==> src/rtl/core/lcm_pkg.sv <==
`timescale 1ns / 1ps
`default_nettype none
// ----------------------------------------------------------------------------
// lcm_pkg: shared types and constants of the Li Chao minimum-line DP block
// Tree geometry, node word layout and the line record used by the datapath.
// ----------------------------------------------------------------------------
package lcm_pkg;

    localparam int HEIGHT_BITS = 20;
    localparam int NODE_BITS   = HEIGHT_BITS + 1;
    localparam int SLOPE_W     = HEIGHT_BITS + 2;
    localparam int PROD_W      = SLOPE_W + HEIGHT_BITS + 1;
    localparam int EPOCH_W     = 8;
    localparam int WEIGHT_W    = 21;
    localparam int COST_W      = 64;

    localparam logic [HEIGHT_BITS-1:0] MAX_POS   = {HEIGHT_BITS{1'b1}};
    localparam logic [EPOCH_W-1:0]     MAX_EPOCH = {EPOCH_W{1'b1}};
    localparam logic signed [COST_W-1:0] EMPTY_VALUE = 64'sd1000000000000000000;

    // A line as the datapath carries it; an invalid line is the empty line.
    typedef struct packed {
        logic                      valid;
        logic signed [SLOPE_W-1:0] k;
        logic signed [COST_W-1:0]  b;
    } line_t;

    // One word of the node memory. The entry counts only when its epoch matches.
    typedef struct packed {
        logic                      valid;
        logic [EPOCH_W-1:0]        epoch;
        logic signed [SLOPE_W-1:0] k;
        logic signed [COST_W-1:0]  b;
    } node_word_t;

endpackage
`default_nettype wire

==> src/rtl/core/lcm_line_eval.sv <==
`timescale 1ns / 1ps
`default_nettype none
// ----------------------------------------------------------------------------
// lcm_line_eval: shared line evaluator
// Computes k*pos + b in two registered stages; the empty line gives 1e18.
// ----------------------------------------------------------------------------
module lcm_line_eval (
    input  wire logic                            clk,
    input  wire lcm_pkg::line_t                  line,
    input  wire logic [lcm_pkg::HEIGHT_BITS-1:0] pos,
    output logic signed [lcm_pkg::COST_W-1:0]    value
);

    logic signed [lcm_pkg::PROD_W-1:0] prod_reg;
    logic signed [lcm_pkg::COST_W-1:0] b_reg;
    logic                              valid_reg;
    logic signed [lcm_pkg::COST_W-1:0] value_reg;

    always_ff @(posedge clk)
    begin
        prod_reg  <= lcm_pkg::PROD_W'(line.k * $signed({1'b0, pos}));
        b_reg     <= line.b;
        valid_reg <= line.valid;
        if (valid_reg)
        begin
            value_reg <= lcm_pkg::COST_W'(prod_reg) + b_reg;
        end
        else
        begin
            value_reg <= lcm_pkg::EMPTY_VALUE;
        end
    end

    assign value = value_reg;

endmodule
`default_nettype wire

==> config.mk <==
export PLATFORM = sky130hd
export DESIGN_NAME = lcm_line_eval
export DESIGN_NICKNAME = d
export VERILOG_FILES = /design/src/rtl/core/lcm_pkg.sv /design/src/rtl/core/lcm_line_eval.sv
export SDC_FILE = /design/constraint.sdc
export NUM_CORES = 2
export LEC_CHECK = 0
export ABC_CLOCK_PERIOD_IN_PS = 17970
export BUFFER_PORTS_ARGS = -buffer_cell sky130_fd_sc_hd__buf_2
export CORE_MARGIN = 4
export CORE_UTILIZATION = 40
export DETAILED_ROUTE_END_ITERATION = 10
export SKIP_LAST_GASP = 1
export SLEW_MARGIN = 20
export SYNTH_ARGS = -nofsm -noshare
export SYNTH_HDL_FRONTEND = slang
export SYNTH_SLANG_ARGS = --single-unit
==> constraint.sdc <==
create_clock -name clk -period 17.97 [get_ports clk]
set_input_delay 3.594 -clock clk [delete_from_list [all_inputs] [get_ports clk]]
set_output_delay 3.594 -clock clk [all_outputs]
set_load 0.005 [all_outputs]
==> impl_metrics.ini <==
[setup_path]
cp.required_ps = 18340
crit_path_max_fanout = 22
start_kind = input pin
worstSetupPathType = input pin to register
crit_path_end_kind = register
r2r-start = prod_reg[42]$_DFF_P_
cp.arrival_ps = 10880
r2r-end = value[57]$_SDFF_PN0_
ff2ff_path_depth = 11
rrSetupSlack_ps = 13950

[global_route]
grt_use_total_pct = 20.0
antenna_found_initial = 0
gr-total-overflow = 0
grt_max_degree = 41
grt_pass1_vias = 18600
grt_pass1_wl_um = 100000

[run_status]
status = complete, no violations

[min_path]
hold_class = register to register
min_path_cells = 2
worstHoldStart = b_reg[0]$_DFF_P_
holdPathEnd = value[0]$_SDFF_PN0_

[timing]
worst_slew_pin_slew_ps = 911
rsz0062_at_grt = no
max_freq_mhz = 95.2
finalClockSkew_ps = 9.23
fin_crit_sh_pct = 58.5
setup_viol = 0
hold_viol = 0
fin_crit_ps = 10510
slew_headroom_pct = 39.2
drv_slew = 0
tns_ps = 0

[die]
dieArea_um2 = 63000
ios = 172
core_area_um2 = 58100
floorplan.initialDensity_pct = 40.6
row_count = 88
die_w_um = 251
die_h_um = 251

[cts]
cts_sinks = 172
cts_buffer_depth = 2
cts_tree = yes
postCtsSetupBuffers = 0
root_buffer = clkbuf_16
clkTransAtPathRegs_ps = 60
htreeDepth = 4
cts_hold_buf = 0
cts_resized = 0
clk_latency_ps = 440
numCtsBuffers = 17

[final_layout]
drive_gt1_share_pct = 8.10
fillers = 5654
antenna-diode-count = 0
fin_nets = 3346
area_growth_pct = 8.63

[synthesis]
synth_area_um2 = 23600
avgSynthCellArea_um2 = 9.34
synth.most_common_cell = fa_1
synth_nets = 3272
ys_dominant_reg_cell = dfxtp_1
yosysSeqAreaShare_pct = 14.6
async_flop_share_pct = 0
synth_edf_count = 0
synth.largest_area_cell = fa_1
yosys.cell_types.count = 60
syn_inst = 2530
synth_common_cells = fa_1 (456), inv_1 (435), and2_1 (284)
synth_top_area_share_pct = 38.6
ys_ff_latch = 172
ys_top_cells_by_area = fa_1 (39%), dfxtp_1 (15%), ha_1 (9.4%)
yosys_warnings = 0

[routing]
routed_wl_um = 63100
wire_per_inst_um = 18.6
vias = 17200
postRouteAntennaNets = 0
drcViolationCount = 0
drt_iter0_drc = 994
via_per_inst = 5.09
drtPass1Iterations = 5

[placement]
gp_congestion = 0.888
hpwl_um = 50400
port_buffers = 171

[run]
cap_violations = 0
## worst max-delay path by stage
stage	slack [ps]	to	cells past startpoint	from
floorplan	8120	prod_reg[41]$_DFF_P_	26	line[74]
global placement	7250	prod_reg[41]$_DFF_P_	26	pos[4]
detailed placement	7050	prod_reg[41]$_DFF_P_	26	pos[4]
CTS	7540	prod_reg[41]$_DFF_P_	26	pos[4]
global route	7070	prod_reg[41]$_DFF_P_	26	pos[3]
finish	7460	prod_reg[41]$_DFF_P_	26	pos[4]
## through the flow
stage | setup WS (ps) | cell area [um2] | hold slack [ps] | util (%) | instances
detailed placement | 7050 | 25000 | 546 | 43.0 | 3350
CTS | 7540 | 25700 | 560 | 44.1 | 3382
global route | 7070 | 25700 | 603 | 44.1 | 3382
finish | 7460 | 25700 | 564 | 44.1 | 3382
global placement | 7250 | 25000 | 533 | 43.0 | 3350
floorplan | 8120 | 23600 | 515 | - | 2530
## cell type report
class	count	area [um2]	share of cell area, %
timing repair buffer	173	871	3.39
tap	765	957	3.73
multi-input combinational	1805	18100	70.5
clock inverter	13	228	0.887
clock buffer	19	433	1.69
inverter	435	1630	6.36
sequential	172	3440	13.4
## worst max-delay path, cell delays in order
cell	delay (ps)
buf_2	390
and2_1	230
fa_1	440
fa_1	530
inv_1	60
fa_1	480
inv_1	50
fa_1	510
inv_1	60
fa_1	530
inv_1	50
fa_1	470
inv_1	50
fa_1	470
inv_1	40
ha_1	330
nand3_1	150
nor2_1	180
nand3_1	100
o21ai_0	530
o21ai_0	270
o31ai_1	530
a31oi_1	190
o21ba_2	240
o21ai_0	210
xor2_1	160
## placed cells by master (no fill, tap or decap), drive strengths merged, types with 5 or more instances in the layout
master / synthesis / final
xor2: 34 / 34
nand2b: 13 / 13
clkbuf: 112 / 19
nand4: 23 / 23
a31oi: 11 / 11
o31ai: 5 / 5
nand2: 261 / 261
buf: 6 / 173
nand3: 18 / 18
xnor2: 61 / 61
fa: 456 / 456
inv: 435 / 440
nor4: 6 / 6
nor3: 17 / 17
and2: 284 / 284
a21oi: 108 / 108
o211ai: 7 / 7
bufinv: 0 / 5
a211oi: 17 / 17
o21bai: 19 / 19
o21a: 10 / 10
o21ai: 68 / 68
and3: 6 / 6
ha: 178 / 178
a21o: 53 / 53
nor2: 83 / 83
dfxtp: 172 / 172
nor2b: 7 / 7
## per-layer routing
layer	wire length (um)	track usage [%]	part of all wire [%]
met3	3750	3.04	5.9
met2	29400	33.4	47
met4	1160	4.63	1.8
met1	28800	27.7	46
met5	0	0	0
## logic make-up after synthesis
| group | share of synthesized area, % |
|---|---|
| multiplexers | 0.270 |
| buffers and inverters | 8.82 |
| flip-flops | 14.6 |
| adder cells (fa/ha/maj) | 48.1 |
| AND/OR/NAND/NOR | 15.6 |
| AO/OA/AOI/OAI | 9.12 |
| XOR/XNOR | 3.52 |
Power is left out: the tool's default activity adds up to more than one toggle a clock period on the data nets, which glitch-free logic cannot reach.
